==> config.mk <==
export PLATFORM = sky130hd
export DESIGN_NAME = npsrch_ctrl
export DESIGN_NICKNAME = d
export VERILOG_FILES = /design/src/rtl/npsrch_pkg.sv /design/src/rtl/npsrch_ctrl.sv
export SDC_FILE = /design/constraint.sdc
export NUM_CORES = 1
export LEC_CHECK = 0
export ABC_AREA = 0
export BUFFER_PORTS_ARGS = -buffer_cell sky130_fd_sc_hd__clkbuf_2
export CAP_MARGIN = 20
export CORE_AREA = 5 5 42 44
export DETAILED_ROUTE_END_ITERATION = 7
export DIE_AREA = 0 0 47 49
export GPL_TIMING_DRIVEN = 1
export SYNTH_ARGS = -nofsm -noshare
export SYNTH_HDL_FRONTEND = slang
export SYNTH_SLANG_ARGS = --single-unit
==> constraint.sdc <==
create_clock -name clk -period 1.1 [get_ports clk]
set_input_delay 0.165 -clock clk [delete_from_list [all_inputs] [get_ports clk]]
set_output_delay 0.165 -clock clk [all_outputs]
set_load 0.05 [all_outputs]
==> src/rtl/npsrch_pkg.sv <==
// Shared constants, types and command/status structs of the nearest point search block.
package npsrch_pkg;

  localparam int POINT_COUNT = 128;
  localparam int IDX_W       = $clog2(POINT_COUNT);
  localparam int SLOT_W      = 7;
  localparam int COORD_W     = 16;
  localparam int PT_W        = 3 * COORD_W;
  localparam int SQ_W        = 2 * COORD_W;
  localparam int DIST_W      = 34;
  localparam int OUT_IDX_W   = 7;

  localparam logic [DIST_W-1:0] DIST_MAX = 34'd12884508675;

  typedef enum logic {
    OP_STORE = 1'b0,
    OP_QUERY = 1'b1
  } op_t;

  typedef enum logic [3:0] {
    ST_IDLE   = 4'b0001,
    ST_SCAN   = 4'b0010,
    ST_FLUSH  = 4'b0100,
    ST_REPORT = 4'b1000
  } state_t;

  typedef struct packed {
    logic store_we;
    logic query_load;
    logic scan_run;
  } ctrl_cmd_t;

  typedef struct packed {
    logic scan_last;
    logic pipe_empty;
  } dp_status_t;

endpackage

==> src/rtl/npsrch_ctrl.sv <==
// Controller state machine that sequences stores, table scans and result reporting.
module npsrch_ctrl (
  input  logic                   clk,
  input  logic                   rst_n,
  input  logic                   start,
  input  logic                   in_opcode,
  input  npsrch_pkg::dp_status_t status,
  output npsrch_pkg::ctrl_cmd_t  cmd,
  output logic                   busy,
  output logic                   out_valid
);
  import npsrch_pkg::*;

  state_t state_r;
  state_t state_nxt;
  logic   accept;

  assign accept = start && (state_r == ST_IDLE);

  always_comb begin
    state_nxt = state_r;
    case (state_r)
      ST_IDLE: begin
        if (accept && (in_opcode == OP_QUERY)) begin
          state_nxt = ST_SCAN;
        end
      end
      ST_SCAN: begin
        if (status.scan_last) begin
          state_nxt = ST_FLUSH;
        end
      end
      ST_FLUSH: begin
        if (status.pipe_empty) begin
          state_nxt = ST_REPORT;
        end
      end
      ST_REPORT: begin
        state_nxt = ST_IDLE;
      end
      default: begin
        state_nxt = ST_IDLE;
      end
    endcase
  end

  always_ff @(posedge clk) begin
    if (!rst_n) begin
      state_r <= ST_IDLE;
    end else begin
      state_r <= state_nxt;
    end
  end

  always_comb begin
    cmd.store_we   = accept && (in_opcode == OP_STORE);
    cmd.query_load = accept && (in_opcode == OP_QUERY);
    cmd.scan_run   = (state_r == ST_SCAN);
  end

  assign busy      = (state_r != ST_IDLE);
  assign out_valid = (state_r == ST_REPORT);

endmodule

### After elaboration in Yosys (flattened, before gate mapping)

Index checks and enable logic that the tools add are counted.

* logic and storage cells: 18
* bits of input ports: 6
* flip-flop bits (word level): 4

* reductions and logical operators: 4
* bitwise operators: 1
* eq/ne operators: 8
* mux-type cells: 4

Operators with widths (count)
* 4-bit two-way mux: 3
* 4-bit case mux with 3 select lines: 1
* 2-bit inequality test (second input constant): 3
* 4-bit by 1-bit == test with 1-bit output (second input constant): 1
* 4-bit by 2-bit == test with 1-bit output (second input constant): 1
* 4-bit by 3-bit == test with 1-bit output (second input constant): 1
* 4-bit == test (second input constant): 1
* 4-bit by 1-bit inequality test with 1-bit output (second input constant): 1
* 1-bit logical AND: 3
* 3-bit AND reduction: 1
* 1-bit inverter: 1

### Logic depth before layout (Yosys ltp)

Gate-level depths: netlist of the first run.

* depth in word-level cells: 5
* depth in mapped cells: 3

### Worst setup path before layout of the first run

Ideal clock, no wire load.

* path type: reg2out
* start point: register state_r[3]
* end point: output port out_valid
* stages on the path, launching flop included: 2
* data required time: 0.935 ns
* setup slack: -1.126 ns
* data arrival time: 2.061 ns
* path buffers: 0
* path through: dfxtp_1 > nor4b_1

* word-level cells in the longest chain between the ends: 1

RTL lines
* start: declaration: RTL line npsrch_ctrl.sv:14 `state_t state_r;`
* start signal: assignment: RTL line npsrch_ctrl.sv:51 `state_r <= state_nxt;`
* 4-bit == test: RTL line npsrch_ctrl.sv:62 `assign out_valid = (state_r == ST_REPORT);`
* end: declaration: RTL line npsrch_ctrl.sv:10 `output logic out_valid`

No other way between the ends.

==> out/qor.txt, run 1 <==
status = complete, but fails checks
failing checks = setup timing
biggest regs = state_r: 4 flops
grt ovf = 0
Starting Density = 0.1545
crit path max-delay cell type = dfxtp_2
largest net degree at the start of global routing = 6
setup TNS = -1.665 ns
diode count = 0
layout overhead on the synthesized area = 132.4%
first drt pass iteration count = 2
synthesized area = 216.5 sq um
vias in the first global route = 263
DIE AREA = 2303 sq um
cells along the critical path = nor4b_4 -> and3_4 -> clkbuf_16
sequential power share = 0.319
initial antenna violation count = 0
Yosys reg bits = 4
sequential area share after synthesis = 0.3699
sw power = 130.4 uW
CP Capture Type = output pin
Top delay family on crit path = simple AND/OR/NAND/NOR gates
Vias = 249
Final Max Slew Viols = 0
max-cap viol count = 0
worst r2r path cells = 6
Core Area = 1401 sq um
CP startpoint kind = register
CP Max Fanout = 3
switching share of power = 0.2751
post-DR wirelength/cell = 10.75 um
Syn Inst Count = 22
routed vias/inst = 4.150
Die Y = 49 um
max incr delay on CP = 0.32 ns
TritonCTS clock tree = yes
top-area cell type share of the netlist area = 0.3699
area leader, netlist = dfxtp_1
H-tree lvl count = 1
cell chosen for the clock root = clkbuf_4
worst path required time = 0.94 ns
Hold Crit Class = in -> reg
final worst slack = -0.3366 ns
crit path launch = state_r[3]
clock share of power = 0.426
RSZ-0062 raised after global routing = true
syn_nets = 28
Placer Congestion = 0.6820
Synth cell types = 17
metal1 wirelength = 233 um
stages on the worst setup path = 3
Worst Path Arrival = 1.27 ns
Power Dens Cells = 942.7 nW/um^2
Clock Path Buffers = 2
Final Cycle Share = 1.306
worst hold slack = 0.1232 ns
fillers = 145
layout cells sized above 1 = 0.7727
flop2flop setup slack = -0.13 ns
Biggest register = state_r
top cells by area, synth = dfxtp_1 37%, nor4b_4 11%, or2b_1 6.9%
Least-Margin Pin Slew = 0.2586 ns
worst vdd ir = 0.3150 mV
worst skew pair latency = 0.24 ns
yosys warns = 0
first-pass GRT wire length = 1.076 mm
Die X = 47 um
Final Routed Wirelength = 645 um
I/O Pins = 11
metal2 WL = 357 um
# port buffers = 10
DR top layer = met4
Max Clock Skew = 0.003773 ns
relative slew slack = 0.8269
clock sinks = 4
DRT antenna net count = 0
Fin. Hold Viols = 0
Gate power share = 0.255
initial DRC count = 2
Num CTS Buffers = 3
Internal Pwr Total = 343.7 uW
fmax = 0.6961 GHz
Crit Reg-Reg Startpoint = state_r[1]
Min-Delay Startpoint = rst_n
Final setup viols = 8
Clock transition at path regs = 0.04 ns
WL met3 = 44 um
residual DRC count = 0
hold path cells = 2
crit path time final = 1.437 ns
Crit Path Class = reg -> out
Layout Nets = 51
Synth Area per Inst = 9.839 sq um
Largest register FFs = 4
GRT Overall Usage = 0.06841
Pleak = 0.2148 nW
CP bufs+invs = 1
Core Rows = 14
==> layout make-up <==
class	instances	area [sq um]	area share
multi-input combinational	16	180.2	0.3582
clock buffer	4	26.28	0.05224
timing repair buffer	18	181.4	0.3607
sequential	4	87.58	0.1741
tap	16	20.02	0.03980
inverter	2	7.507	0.01493
==> timing repair <==
item | in CTS | in global routing
pin swaps | 10 | 0
hold buffers | 0 | 0
gates resized for setup | 16 | 2
setup endpoints to repair | 8 | 8
buffers inserted | 1 | 0
hold endpoints to repair | 0 | 0
==> cells in the final DEF, fill, tap and decap left out <==
master | netlist | routed
nor4_2 | 0 | 1
nor3b_1 | 1 | 1
o21ai_1 | 0 | 1
o22ai_2 | 0 | 1
a211oi_2 | 0 | 1
buf_6 | 0 | 2
buf_4 | 0 | 6
clkbuf_8 | 0 | 1
nor2_4 | 0 | 1
buf_12 | 0 | 1
o21a_1 | 1 | 1
clkbuf_4 | 0 | 3
nor4b_4 | 1 | 2
dfxtp_4 | 0 | 1
inv_1 | 2 | 2
clkbuf_2 | 0 | 5
clkbuf_16 | 0 | 1
and3_4 | 1 | 1
nor3_4 | 0 | 1
and2_1 | 1 | 1
and4b_2 | 1 | 1
clkbuf_1 | 0 | 1
dfxtp_2 | 0 | 3
nand2_1 | 1 | 1
or2b_1 | 2 | 2
buf_8 | 0 | 2
==> synth_stat cells (all sizes together) <==
cell,number
o21ai,1
inv,2
a211oi,1
nor2,1
nor4b,2
and4b,1
o21a,1
nand2,1
nor3,1
and3,1
and2,1
o22ai,1
nor4,1
or2b,2
nor3b,1
dfxtp,4
==> worst register-to-register path, delay by kind of cell, from the launching register on <==
kind,cells,cell delay (ns)
and+or+nand+nor,2,0.38
DFF,1,0.35
AOI/OAI and AO/OA,1,0.07
buffers and inverters,3,0.37
==> path summary, 6_finish.rpt <==
check,endpoint
max reg2reg,state_r[2]
max,cmd[1]
min reg2reg,state_r[0]
min,state_r[0]
==> cells by family (layout without fill, tap and decap cells) <==
kind of cell,count (synthesis),count (layout),synth area share
flops,4,4,0.3700
compound gates,4,4,0.1214
simple gates,12,12,0.4739
buf+inv,2,24,0.03470
==> metrics by stage <==
stage	utilization	cell area, sq um	worst slack [ns]	power [mW]	std cells
after floorplan	-	255.2	-0.1887	0.2138	22
after global placement	0.2804	392.9	-0.2219	0.2465	55
after detailed placement	0.2804	392.9	-0.2287	0.2474	55
after CTS	0.3571	500.5	-0.3560	0.4829	60
after global routing	0.3589	503.0	-0.4322	0.5055	60
final	0.3589	503.0	-0.3366	0.4742	60
==> power by group through the flow <==
| stage | sequential (mW) | clock [mW] | combinational (mW) |
|---|---|---|---|
| final | 0.151 | 0.202 | 0.121 |
| after global placement | 0.153 | 0 | 0.0930 |
| after floorplan | 0.157 | 0 | 0.0563 |
| after detailed placement | 0.153 | 0 | 0.0940 |
| after CTS | 0.151 | 0.212 | 0.120 |
| after global routing | 0.152 | 0.226 | 0.127 |
==> layer usage <==
layer,vias to the layer above,GRT usage
met5,-,0
met4,0,0.02765
met3,2,0.05535
met2,6,0.1063
met1,115,0.06402
li1,126,-
No activity file was read; power rests on OpenSTA's default activity.
==> inputs of run 2 (changes only) <==
==> constraint.sdc (replaced) <==
create_clock -name clk -period 1.1 [get_ports clk]
set_input_delay 0.165 -clock clk [delete_from_list [all_inputs] [get_ports clk]]
set_output_delay 0.165 -clock clk [all_outputs]
set_load 0.02 [all_outputs]
==> run 2 against run 1 <==
The run still ends with setup timing left; power shrank 7.9%; die area is the same; combinational power shrank 11%.
==> out/qor.txt, run 2 (same netlist as run 1, synthesis figures left out) <==
Fin. Hold Viols = 0
Die X = 47 um
worst path required time = 0.94 ns
DP Wirelength = 484.1 um
Top delay family on crit path = simple AND/OR/NAND/NOR gates
layout cells sized above 1 = 0.7955
worst skew pair latency = 0.23 ns
RSZ-0062 raised after global routing = true
initial DRC count = 2
H-tree lvl count = 1
area of the multi-input gates = 172.7 sq um
Final setup viols = 8
Clock Path Buffers = 2
Final Max Slew Viols = 0
Core Area = 1401 sq um
cts-stage hold buffer count = 0
first drt pass iteration count = 2
biggest regs = state_r: 4 flops
switching share of power = 0.2450
layout overhead on the synthesized area = 123.1%
sequential power share = 0.342
Placer Congestion = 0.7409
I/O Pins = 11
CP Max Fanout = 3
fillers = 156
cells along the critical path = nor4b_4 -> and3_4 -> buf_8
post-DR wirelength/cell = 11.47 um
failing checks = setup timing
Starting Density = 0.1545
clock share of power = 0.411
Least-Margin Pin Slew = 0.2430 ns
grt ovf = 0
Power Dens Cells = 904.5 nW/um^2
Crit Path Class = reg -> out
Crit Reg-Reg Startpoint = state_r[1]
final worst slack = -0.2899 ns
diode count = 0
max incr delay on CP = 0.33 ns
CP startpoint kind = register
relative slew slack = 0.8373
max-cap viol count = 0
Biggest register = state_r
CP bufs+invs = 1
routed vias/inst = 4.317
Sequential cell area = 88.84 sq um
Layout Nets = 52
most frequent cells in the layout = 6 x buf_4, 5 x clkbuf_2, 5 x buf_6
Hold Crit Class = in -> reg
crit path max-delay cell type = dfxtp_2
Pleak = 0.2127 nW
DIE AREA = 2303 sq um
GRT Overall Usage = 0.07606
Place WS = -0.1149 ns
Vias = 259
Internal Pwr Total = 329.8 uW
fmax = 0.7195 GHz
Gate power share = 0.247
Final Cycle Share = 1.264
TritonCTS clock tree = yes
Min-Delay Startpoint = rst_n
worst vdd ir = 0.4159 mV
sw power = 107.0 uW
vias in the first global route = 269
Die Y = 49 um
crit path launch = state_r[3]
Largest register FFs = 4
residual DRC count = 0
Clock transition at path regs = 0.04 ns
status = complete, but fails checks
crit path time final = 1.390 ns
Num CTS Buffers = 3
Final Routed Wirelength = 688 um
clock sinks = 4
CP Capture Type = output pin
initial antenna violation count = 0
Max Clock Skew = 0.0001808 ns
most common cell after layout, fill and taps aside = buf_4
Core Rows = 14
cell chosen for the clock root = clkbuf_4
Worst Path Arrival = 1.22 ns
largest net degree at the start of global routing = 6
# port buffers = 10
final core occ = 0.3446
first-pass GRT wire length = 1.166 mm
DRT antenna net count = 0
run 2: path summary, 6_finish.rpt:
| kind | to | slack (ns) | cells past startpoint |
|---|---|---|---|
| min reg2reg | state_r[0] | 0.68 | 3 |
| max reg2reg | state_r[2] | -0.12 | 6 |
| max | cmd[1] | -0.29 | 3 |
| min | state_r[0] | 0.13 | 2 |
run 2: metal layers:
metal  vias to the layer above  part of all wire  track usage
li1                        128                 -            -
met1                       120              0.41      0.08791
met2                         9              0.50       0.1041
met3                         2             0.081      0.03690
met4                         0            0.0058      0.05530
met5                         -                 0            0
run 2: per-stage QoR:
step / power [mW] / setup TNS [ns] / hold WS (ns) / cells / cell area, sq um
3_5_place_dp: 0.2248 / -0.4473 / 0.3637 / 54 / 350.3
6_report: 0.4368 / -1.482 / 0.1272 / 60 / 483.0
4_1_cts: 0.4411 / -1.622 / 0.1190 / 60 / 459.2
2_1_floorplan: 0.1926 / -0.05443 / 0.2412 / 22 / 235.2
5_1_grt: 0.4683 / -1.924 / 0.1457 / 60 / 483.0
3_3_place_gp: 0.2239 / -0.3732 / 0.3630 / 54 / 350.3
run 2: final cells by class:
cell class                 count  share of cell area
clock buffer                   3             0.04663
tap                           16             0.04145
timing repair buffer          19              0.3549
sequential                     4              0.1839
inverter                       2             0.01554
multi-input combinational     16              0.3575
run 2: power by group through the flow:
stage | clock network (mW) | registers [mW] | logic (mW)
2_1_floorplan | 0 | 0.157 | 0.0360
3_3_place_gp | 0 | 0.154 | 0.0694
3_5_place_dp | 0 | 0.155 | 0.0703
4_1_cts | 0.191 | 0.151 | 0.0989
5_1_grt | 0.204 | 0.150 | 0.115
6_report | 0.180 | 0.149 | 0.108
run 2: timing repair:
action,CTS,global route
pin swaps,8,2
endpoints found under the hold margin,0,0
gates resized for setup,20,9
buffers inserted,3,0
endpoints found under the setup margin,8,9
